## config.mk

```make
export PLATFORM = sky130hd
export DESIGN_NAME = mbc_dir_select
export DESIGN_NICKNAME = d
export VERILOG_FILES = /design/src/hdl/assert_macros.svh /design/src/hdl/mbc_pkg.sv /design/src/hdl/mbc_dir_select.sv
export SDC_FILE = /design/constraint.sdc
export NUM_CORES = 1
export LEC_CHECK = 0
export BUFFER_PORTS_ARGS = -buffer_cell sky130_fd_sc_hd__buf_2
export CORE_AREA = 10 10 47 49
export DETAILED_ROUTE_END_ITERATION = 8
export DIE_AREA = 0 0 57 59
export GPL_TIMING_DRIVEN = 0
export PLACE_DENSITY = 0.66
export SLEW_MARGIN = 5
export SYNTH_ARGS = -nofsm -noshare
export SYNTH_HDL_FRONTEND = slang
export SYNTH_SLANG_ARGS = --single-unit
```

## constraint.sdc

```tcl
create_clock -name vclk -period 1.8
set_input_delay 0.18 -clock vclk [all_inputs]
set_output_delay 0.18 -clock vclk [all_outputs]
set_load 0.01 [all_outputs]
```

## src/hdl/assert_macros.svh

```systemverilog
// ----------------------------------------------------------------------------
// assert_macros
// Assertion helpers for the maze carver RTL.
// Every check samples on the rising edge of clk and is off while rst is high.
// ----------------------------------------------------------------------------
`ifndef ASSERT_MACROS_SVH
`define ASSERT_MACROS_SVH

// Property that must hold at every enabled clock edge.
`define MBC_ASSERT(label, prop, msg) \
  label: assert property (@(posedge clk) disable iff (rst) prop) else $error(msg);

// Condition that must never be true.
`define MBC_ASSERT_NEVER(label, expr, msg) \
  `MBC_ASSERT(label, !(expr), msg)

`endif

```

## src/hdl/mbc_pkg.sv

```systemverilog
// ----------------------------------------------------------------------------
// mbc_pkg
// Shared types and codes for the depth-first maze carver: commands, result
// events, directions, register indexes and the controller state encoding.
// ----------------------------------------------------------------------------
`default_nettype none

package mbc_pkg;

  // Field widths fixed by the channel formats
  localparam int SIZE_W    = 7;
  localparam int CFG_IDX_W = 2;
  localparam int WALL_W    = 8;
  localparam int DEPTH_W   = 13;

  // Configuration register indexes
  localparam logic [CFG_IDX_W-1:0] CFG_MAZE_WIDTH  = 2'd0;
  localparam logic [CFG_IDX_W-1:0] CFG_MAZE_HEIGHT = 2'd1;

  // Commands
  localparam logic CMD_START = 1'b0;
  localparam logic CMD_STEP  = 1'b1;

  // Result events
  typedef enum logic [1:0] {
    EV_START = 2'd0,
    EV_CARVE = 2'd1,
    EV_BACK  = 2'd2,
    EV_DONE  = 2'd3
  } event_t;

  // Directions, in the order of the unshuffled list
  typedef enum logic [1:0] {
    DIR_UP    = 2'd0,
    DIR_RIGHT = 2'd1,
    DIR_DOWN  = 2'd2,
    DIR_LEFT  = 2'd3
  } dir_t;

  // Controller states
  typedef enum logic [4:0] {
    S_IDLE = 5'b00001,
    S_STK  = 5'b00010,
    S_VIS  = 5'b00100,
    S_DEC  = 5'b01000,
    S_CLR  = 5'b10000
  } state_t;

  // Shuffle swap partners of one step
  typedef struct packed {
    logic [1:0] swap_pick3;
    logic [1:0] swap_pick2;
    logic       swap_pick1;
  } picks_t;

  // Outcome of the direction search
  typedef struct packed {
    logic found;
    dir_t dir;
  } sel_t;

endpackage

`default_nettype wire

```

## src/hdl/mbc_dir_select.sv

```systemverilog
// ----------------------------------------------------------------------------
// mbc_dir_select
// Fisher-Yates shuffle of the four directions from the supplied swap picks,
// then selection of the first shuffled direction that is open.
// ----------------------------------------------------------------------------
`default_nettype none

module mbc_dir_select import mbc_pkg::*; (
  input  picks_t     picks,
  input  logic [3:0] open_dirs,   // indexed by dir_t
  output sel_t       sel
);

  dir_t       order [4];
  dir_t       tmp;
  logic [1:0] p2;

  always_comb begin
    order = '{DIR_UP, DIR_RIGHT, DIR_DOWN, DIR_LEFT};
    // partner for position 2 saturates at 2
    p2 = (picks.swap_pick2 == 2'd3) ? 2'd2 : picks.swap_pick2;

    tmp = order[3];
    order[3] = order[picks.swap_pick3];
    order[picks.swap_pick3] = tmp;

    tmp = order[2];
    order[2] = order[p2];
    order[p2] = tmp;

    tmp = order[1];
    order[1] = order[{1'b0, picks.swap_pick1}];
    order[{1'b0, picks.swap_pick1}] = tmp;

    // first open direction wins: scan from the back so the earliest stays
    sel.found = 1'b0;
    sel.dir   = DIR_UP;
    for (int i = 3; i >= 0; i--) begin
      if (open_dirs[order[i]]) begin
        sel.found = 1'b1;
        sel.dir   = order[i];
      end
    end
  end

endmodule

`default_nettype wire

```

==> results.md, run 1 <==
- Die X: 57 um
- FMAX: 535 MHz
- Routing usage on met3: 0%
- Final setup fails: 3
- Yosys warns: 0
- Largest net degree at the start of global routing: 11
- WHS Path Cells: 5
- Share of layout cells above drive strength 1: 41.5%
- RSZ-0062 raised after global routing: true
- HP Class: in -> out
- Via count: 716
- Cells after Synth: 85
- Dpl cell area: 647 sq um
- Die Footprint: 3360 sq um
- Worst Tran Pin Value: 0.359 ns
- Floorplan row count: 14
- Nature of the critical path startpoint: input port
- Required time worst endpoint: 1.62 ns
- Post-synth top area share: 11.9%
- Setup tns final: -0.123 ns
- FF+latch count: 0
- Die height: 59 um
- Fin nets: 117
- Violated checks: negative setup slack
- Max-slew headroom: 76.1%
- Syn-to-layout area delta: 47.5%
- CP Max Fanout: 5
- Post-route setup slack: -0.0685 ns
- GRT Residual Overflow: 0
- Grt met1 use: 12.6%
- GRT Overall Usage: 10.6%
- VDD IR-drop max: 0.147 mV
- Initial antenna violation count: 0
- GRT Max-Usage Layer: met2
- Dominant cell type by area after synthesis: mux2i_1
- Maxcap violations: 0
- Worst hold-check slack: 0.908 ns
- WP data arrival: 1.69 ns
- CORE AREA: 1400 sq um
- DRC: 0
- Status: finished with violations
- DPL Wire Length: 1170 um
- Power Total: 0.287 mW
- Sequential cell area fraction in the yosys report: 0%
- Main area contributors after synthesis: mux2i_1 (12%), nand2_1 (7.0%), o211ai_1 (6.4%), buf_6 (5.8%), nor2b_1 (5.3%)
- Ports: 12
- Crit path kind: in -> out
- Period utilisation layout: 104%
- Final hold vios: 0
- Starting Density: 41.9%
- Clkbuf count: 0
- CP Capture Type: primary output
- # diodes: 0
- PortBufs: 8
- Final WL: 1890 um
- Fin crit period: 1.87 ns
- Routed len/inst: 15.5 um
- Count leader, synth: nand2_1
- Power Dens Cells: 331 nW/um^2
- Reg area: 0 sq um
- Post-DR vias/cell: 5.87
- Design area: 866 sq um
- Mapped cell area: 587 sq um
- Unique cell type count in the Yosys netlist: 33
- Detail Route Antenna Nets: 0
- Number of global-route vias before repair: 715
- Drt initial violations: 15
- Post-Syn Nets: 94
- Synth cell count leaders: nand2_1 (11), mux2i_1 (7), nor2_1 (6), o21ai_0 (6)
- 1st-pass router iterations: 4
- Syn avg cell area: 6.90 sq um
- Leakage: 0.370 nW
- Final core occ: 61.8%
- Global-route wire length before repair: 3160 um
- Gpl congestion: 0.813
- Max Slew Vio Count: 0
- GR Util met2: 20.9%
## routing by layer
| layer | wire length [um] | vias to the layer above |
|---|---|---|
| met1 | 850 | 339 |
| li1 | - | 358 |
| met3 | 25 | 3 |
| met5 | 0 | - |
| met2 | 991 | 16 |
| met4 | 26 | 0 |
## placed cells by master (no fill, tap or decap), types with 2 or more instances in the layout
| cell | synthesis | final |
|---|---|---|
| buf_4 | 1 | 14 |
| nand2_1 | 11 | 10 |
| buf_2 | 1 | 7 |
| mux2i_1 | 7 | 6 |
| nor2b_1 | 5 | 5 |
| nor2_1 | 6 | 5 |
| o21ai_0 | 6 | 5 |
| o211ai_1 | 5 | 5 |
| inv_1 | 4 | 4 |
| buf_6 | 3 | 3 |
| nand2b_1 | 4 | 3 |
| clkbuf_8 | 0 | 2 |
| buf_8 | 0 | 2 |
| a21oi_1 | 2 | 2 |
| o22ai_4 | 0 | 2 |
| a21o_1 | 2 | 2 |
| o221ai_2 | 2 | 2 |
| o31a_1 | 2 | 2 |
| a211o_1 | 2 | 2 |
## final cells by class
class | instances | area, sq um
Inverter | 5 | 18.8
Multi-Input combinational cell | 72 | 592
Fill cell | 119 | 536
Buffer | 8 | 81.3
Tap cell | 16 | 20.0
Timing Repair Buffer | 21 | 154
## metrics by stage
step	worst slack [ns]	std cells
2_1_floorplan	0.0117	85
3_3_place_gp	-0.309	109
3_5_place_dp	-0.310	109
4_1_cts	-0.0478	120
5_1_grt	-0.143	122
6_report	-0.0685	122
## power breakdown
group	internal (mW)	switching (mW)	leakage [nW]
Combinational	0.142	0.144	0.370
Clock	0	0	0
Sequential	0	0	0
## path summary, 6_finish.rpt
check / startpoint / end / slack [ns]
max: picks[0] / sel[2] / -0.07
min: open_dirs[0] / sel[0] / 0.91
## kinds of logic after synthesis
kind of cell              after synthesis  synth area share, %
muxes                                   8                 13.9
buffers and inverters                  13                 13.0
xor gates and xnor gates                3                 5.76
AOI/OAI and AO/OA                      33                 44.8
and+or+nand+nor                        28                 22.6
## what timing repair did
action                                  CTS  global route
pin swaps                                12             3
cloned                                    1             0
hold buffers                              0             0
setup buffers                            10             2
gates resized for setup                  22             4
endpoints found under the setup margin    3             3
## critical path, stage by stage
cell and delay (ns):
buf_8 0.10, buf_8 0.13, xor2_4 0.16, o22ai_4 0.21
inv_2 0.06, or3_4 0.36, a311o_1 0.34, buf_2 0.14
No activity file was read; power rests on OpenSTA's default activity.
==> inputs of run 2 (changes only) <==
==> constraint.sdc (replaced) <==
create_clock -name vclk -period 1.8
set_input_delay 0.36 -clock vclk [all_inputs]
set_output_delay 0.36 -clock vclk [all_outputs]
set_load 0.01 [all_outputs]
==> results.md, run 2 (synthesized netlist as in run 1, its figures left out) <==
- CP Capture Type: primary output
- Period utilisation layout: 124% (+20 points)
- Die X: 57 um (unchanged)
- Clkbuf count: 0 (unchanged)
- Required time worst endpoint: 1.44 ns (-0.18 ns)
- Design area: 963 sq um (+11%)
- # hold bufs at CTS: 0 (unchanged)
- Grt met1 use: 12.4% (-0.25 points)
- Most frequent cells in the layout: buf_4 (13), nand2_1 (9), buf_2 (7)
- Floorplan row count: 14 (unchanged)
- Dpl cell area: 712 sq um (+10%)
- Max-slew headroom: 74.4% (-1.7 points)
- Initial antenna violation count: 0 (unchanged)
- Fillers: 120 (+0.84%)
- Violated checks: negative setup slack
- GRT Overall Usage: 10.7% (+0.13 points)
- RSZ-0062 raised after global routing: true
- Hold_sp: open_dirs[0]
- Number of global-route vias before repair: 729 (+2.0%)
- Drt initial violations: 20 (+5)
- Syn-to-layout area delta: 64.2%
- Routing usage on met3: 0% (unchanged)
- Share of layout cells above drive strength 1: 49.1% (+7.6 points)
- Fin crit period: 2.22 ns (+0.355 ns)
- Reg area: 0 sq um (unchanged)
- Fin nets: 119 (+1.7%)
- Crit path kind: in -> out
- Leakage: 0.404 nW (+9.1%)
- Commonest non-fill, non-tap cell in the layout: buf_4
- Via count: 731 (+2.1%)
- Global-route wire length before repair: 3220 um (+2.0%)
- WHS Path Cells: 5 (unchanged)
- PortBufs: 8 (unchanged)
- VDD IR-drop max: 0.195 mV (+33%)
- 1st-pass router iterations: 4 (unchanged)
- Worst Tran Pin Value: 0.385 ns (+0.0258 ns)
- # diodes: 0 (unchanged)
- HP Class: in -> out
- DPL Wire Length: 1200 um (+2.7%)
- CP Max Fanout: 5 (unchanged)
- Routed len/inst: 16.0 um (+3.0%)
- Final hold vios: 0 (unchanged)
- Max Slew Vio Count: 0 (unchanged)
- Ports: 12 (unchanged)
- Power Total: 0.323 mW (+13%)
- Largest net degree at the start of global routing: 11 (unchanged)
- Post-DR vias/cell: 5.90 (+0.45%)
- Gpl congestion: 0.840 (+3.3%)
- Final core occ: 68.8% (+7.0 points)
- Nature of the critical path startpoint: input port
- FMAX: 450 MHz (-16%)
- CORE AREA: 1400 sq um (unchanged)
- Post-route setup slack: -0.423 ns (-0.355 ns)
- Maxcap violations: 0 (unchanged)
- DRC: 0 (unchanged)
- Die height: 59 um (unchanged)
- Status: finished with violations
- WP data arrival: 1.86 ns (+0.17 ns)
- GRT Max-Usage Layer: met2
- GRT Residual Overflow: 0 (unchanged)
- Worst Hold Endpoint: sel[0]
- Final WL: 1980 um (+4.7%)
- Setup tns final: -1.20 ns (-1.08 ns)
- Starting Density: 41.9% (unchanged)
- Die Footprint: 3360 sq um (unchanged)
- Detail Route Antenna Nets: 0 (unchanged)
- GR Util met2: 21.9% (+0.93 points)
- Final setup fails: 3 (unchanged)
- Worst hold-check slack: 1.24 ns (+0.337 ns)
- FF+latch count: 0 (unchanged)
- Power Dens Cells: 335 nW/um^2 (+1.1%)
[run 2: worst max-delay path, cell delays in order]
cell     delay [ns]
buf_12         0.11
buf_8          0.13
xor2_4         0.16
o22ai_4        0.18
inv_2          0.07
or3_4          0.37
a311o_1        0.34
buf_2          0.14
[run 2: power by group]
group          total, mW  switching (mW)  internal, mW  leakage [nW]
combinational      0.323           0.159         0.164         0.404
clock                  0               0             0             0
sequential             0               0             0             0
[run 2: cell type report]
type,instances,area [sq um],area share [%]
plain buffers,8,86.3,8.96
repair buffers,23,198,20.5
well taps,16,20.0,2.08
multi-input cells,72,641,66.5
inverters,5,18.8,1.95
[run 2: layer usage]
layer	vias up	part of all wire, %
met5	-	0
met1	343	42
met2	23	54
met3	2	3.1
met4	0	0.25
li1	363	-
[run 2: stage by stage]
step | cells | worst slack (ns)
2_1_floorplan | 85 | -0.235
3_3_place_gp | 109 | -0.607
3_5_place_dp | 109 | -0.628
4_1_cts | 117 | -0.457
5_1_grt | 124 | -0.510
6_report | 124 | -0.423
[run 2: worst max-delay path by stage]
stage	startpoint	endpoint	cells past startpoint
after floorplan	picks[1]	sel[2]	6
after global placement	picks[2]	sel[2]	8
after detailed placement	picks[2]	sel[2]	8
after CTS	picks[0]	sel[2]	9
after global routing	picks[2]	sel[0]	8
final	picks[0]	sel[2]	8
[run 2: timing repair]
| action | CTS | global route |
|---|---|---|
| gates cloned | 1 | 0 |
| setup endpoints to repair | 3 | 3 |
| gates resized for setup | 18 | 13 |
| setup buffers | 7 | 7 |
| pin swaps | 10 | 10 |
==> inputs of run 3 (changes only) <==
--- a/config.mk
+++ b/config.mk
@@ -5,12 +5,13 @@
 export SDC_FILE = /design/constraint.sdc
 export NUM_CORES = 1
 export LEC_CHECK = 0
+export ABC_AREA = 1
 export BUFFER_PORTS_ARGS = -buffer_cell sky130_fd_sc_hd__buf_2
 export CORE_AREA = 10 10 47 49
 export DETAILED_ROUTE_END_ITERATION = 8
 export DIE_AREA = 0 0 57 59
 export GPL_TIMING_DRIVEN = 0
-export PLACE_DENSITY = 0.66
+export PLACE_DENSITY = 0.56
 export SLEW_MARGIN = 5
 export SYNTH_ARGS = -nofsm -noshare
 export SYNTH_HDL_FRONTEND = slang
==> results.md, run 3 <==
- CP Max Fanout: 4 (-1)
- Detail Route Antenna Nets: 0 (unchanged)
- CP max-delay cell: nor2_4
- Cells after Synth: 91 (+7.1%)
- Maxcap violations: 0 (unchanged)
- Dominant cell type by area after synthesis: nand3_1
- FF+latch count: 0 (unchanged)
- Final WL: 1450 um (-27%)
- Main area contributors after synthesis: nand3_1 (23%), nand2_1 (20%), nand2_2 (18%), inv_2 (7.3%), nand2_4 (7.3%)
- Final core occ: 55.9% (-13 points)
- DPL Wire Length: 1080 um (-10%)
- Largest stage delay on the critical path: 0.17 ns (-0.20 ns)
- Gate power share: 100.0% (about the same)
- Nature of the critical path startpoint: input port
- Fin nets: 119 (unchanged)
- Leakage: 0.424 nW (+5.0%)
- Share of layout cells above drive strength 1: 63.0% (+14 points)
- RSZ-0062 raised after global routing: true
- Hold_sp: open_dirs[0]
- Mapped cell area: 462 sq um (-21%)
- Reg area: 0 sq um (unchanged)
- Required time worst endpoint: 1.44 ns (about the same)
- Dpl cell area: 542 sq um (-24%)
- WP data arrival: 1.45 ns (-0.41 ns)
- Most frequent cells in the layout: nand2_1 (17), nand2_2 (12), nand2_4 (11), nand3_2 (11), nand3_1 (11)
- Final hold vios: 0 (unchanged)
- Ports: 12 (unchanged)
- Crit path kind: in -> out
- PortBufs: 12 (+4)
- Clkbuf count: 0 (unchanged)
- Synth cell count leaders: nand2_1 (24), nand3_1 (21), nand2_2 (13), inv_2 (9), inv_1 (6)
- Global-route wire length before repair: 2530 um (-21%)
- Sw Ratio: 58.9% (+9.8 points)
- Number of global-route vias before repair: 661 (-9.3%)
- Power Total: 0.257 mW (-20%)
- Int Power: 0.105 mW (-36%)
- GRT Residual Overflow: 0 (unchanged)
- Routed len/inst: 11.7 um (-27%)
- VDD IR-drop max: 0.145 mV (-26%)
- HP Class: in -> out
- Max Slew Vio Count: 0 (unchanged)
- Starting Density: 32.9% (-8.9 points)
- Crit path cell chain: buf_12, nor2_4, nand2_4, nand2_4, nand2_2, nand2_2, nand2_4, nand3_2, nand2_2, nand2_2, nand3_2, nand2_1, buf_2
- # diodes: 0 (unchanged)
- Status: finished with violations
- Via count: 623 (-15%)
- Seq pwr share: 0% (unchanged)
- CP Capture Type: primary output
- CORE AREA: 1400 sq um (unchanged)
- DRC: 0 (unchanged)
- Die height: 59 um (unchanged)
- Largest net degree at the start of global routing: 9 (-2)
- Yosys warns: 0 (unchanged)
- GRT Overall Usage: 8.30% (-2.4 points)
- Drt initial violations: 7 (-65%)
- Cell mode on critical path: nand2_2
- Power Dens Cells: 328 nW/um^2 (-2.2%)
- Final cell count without fillers: 124 (unchanged)
- Period utilisation layout: 101% (-23 points)
- FMAX: 552 MHz (+23%)
- Syn avg cell area: 5.07 sq um (-27%)
- Worst Tran Pin Value: 0.222 ns (-0.163 ns)
- Gpl congestion: 0.736 (-12%)
- Worst hold-check slack: 1.26 ns (+0.0103 ns)
- 1st-pass router iterations: 2 (-2)
- Initial antenna violation count: 0 (unchanged)
- Switching power: 0.151 mW (-4.7%)
- Final setup fails: 1 (-2)
- Count leader, synth: nand2_1
- Violated checks: negative setup slack
- # hold bufs at CTS: 0 (unchanged)
- Unique cell type count in the Yosys netlist: 14 (-58%)
- Post-DR vias/cell: 5.02 (-15%)
- Max-slew headroom: 85.1% (+11 points)
- Post-synth top area share: 22.8% (+11 points)
- Post-route setup slack: -0.0102 ns (+0.413 ns)
- WHS Path Cells: 6 (+1)
- Fin crit period: 1.81 ns (-0.413 ns)
- Clock share of power: 0% (unchanged)
- Setup tns final: -0.0102 ns (+1.19 ns)
- Commonest non-fill, non-tap cell in the layout: nand2_1
- Worst Hold Endpoint: sel[2]
- Place WS: -0.0797 ns (+0.548 ns)
- Die Footprint: 3360 sq um (unchanged)
- Die X: 57 um (unchanged)
- Post-Syn Nets: 100 (+6.4%)
- Fillers: 147 (+23%)
- Floorplan row count: 14 (unchanged)
- Placed Cells: 119 (+9.2%)
- Sequential cell area fraction in the yosys report: 0% (unchanged)
- Design area: 783 sq um (-19%)
- Syn-to-layout area delta: 69.6%
- Area of the multi-input gates: 563 sq um (-12%)
## run 3: changes by cell type after synthesis, sizes merged, moves of 5 or more
cell    before  now
o211ai       5    0
nand3        0   24
inv          5   15
buf          5    0
nor2b        5    0
nand2       11   40
mux2i        7    0
## run 3: worst max-delay path: cells and delay by family
family / cells / cell delay, ns
buffers and inverters: 2 / 0.23
AND/OR/NAND/NOR: 11 / 0.86
## run 3: worst max path at each step
| stage | from | to | slack [ns] | cells after the start |
|---|---|---|---|---|
| after global routing | picks[2] | sel[1] | -0.11 | 13 |
| after CTS | picks[4] | sel[0] | 0.002 | 12 |
| after floorplan | picks[3] | sel[0] | 0.28 | 11 |
| after global placement | picks[4] | sel[0] | -0.08 | 13 |
| after detailed placement | picks[4] | sel[0] | -0.08 | 13 |
| final | picks[2] | sel[0] | -0.01 | 13 |
## run 3: kinds of logic after synthesis
family / count (synthesis) / share of synthesized area (%)
buffers and inverters: 15 / 12.2
AOI/OAI and AO/OA: 9 / 11.1
and+or+nand+nor: 67 / 76.7
## run 3: layout make-up
class	instances	area share (%)
Multi-Input combinational cell	76	71.9
Inverter	15	8.47
Timing Repair Buffer	17	17.1
Tap cell	16	2.56
## run 3: power groups by stage
stage	clock [mW]	combinational (mW)	sequential [mW]
after floorplan	0	0.131	0
after CTS	0	0.217	0
after global routing	0	0.285	0
after detailed placement	0	0.180	0
final	0	0.257	0
after global placement	0	0.178	0
## run 3: per-layer routing
metal / global-route usage (%) / wire length [um] / part of all wire, %
met1: 8.33 / 564 / 39
met2: 18.4 / 859 / 59
met3: 0.644 / 27 / 1.9
met4: 0 / 0 / 0
met5: 0 / 0 / 0
## run 3: what timing repair did
action	in CTS	in global routing
endpoints found under the hold margin	0	0
setup endpoints to repair	3	3
pin swaps	14	13
setup buffers	3	2
gates resized for setup	27	25
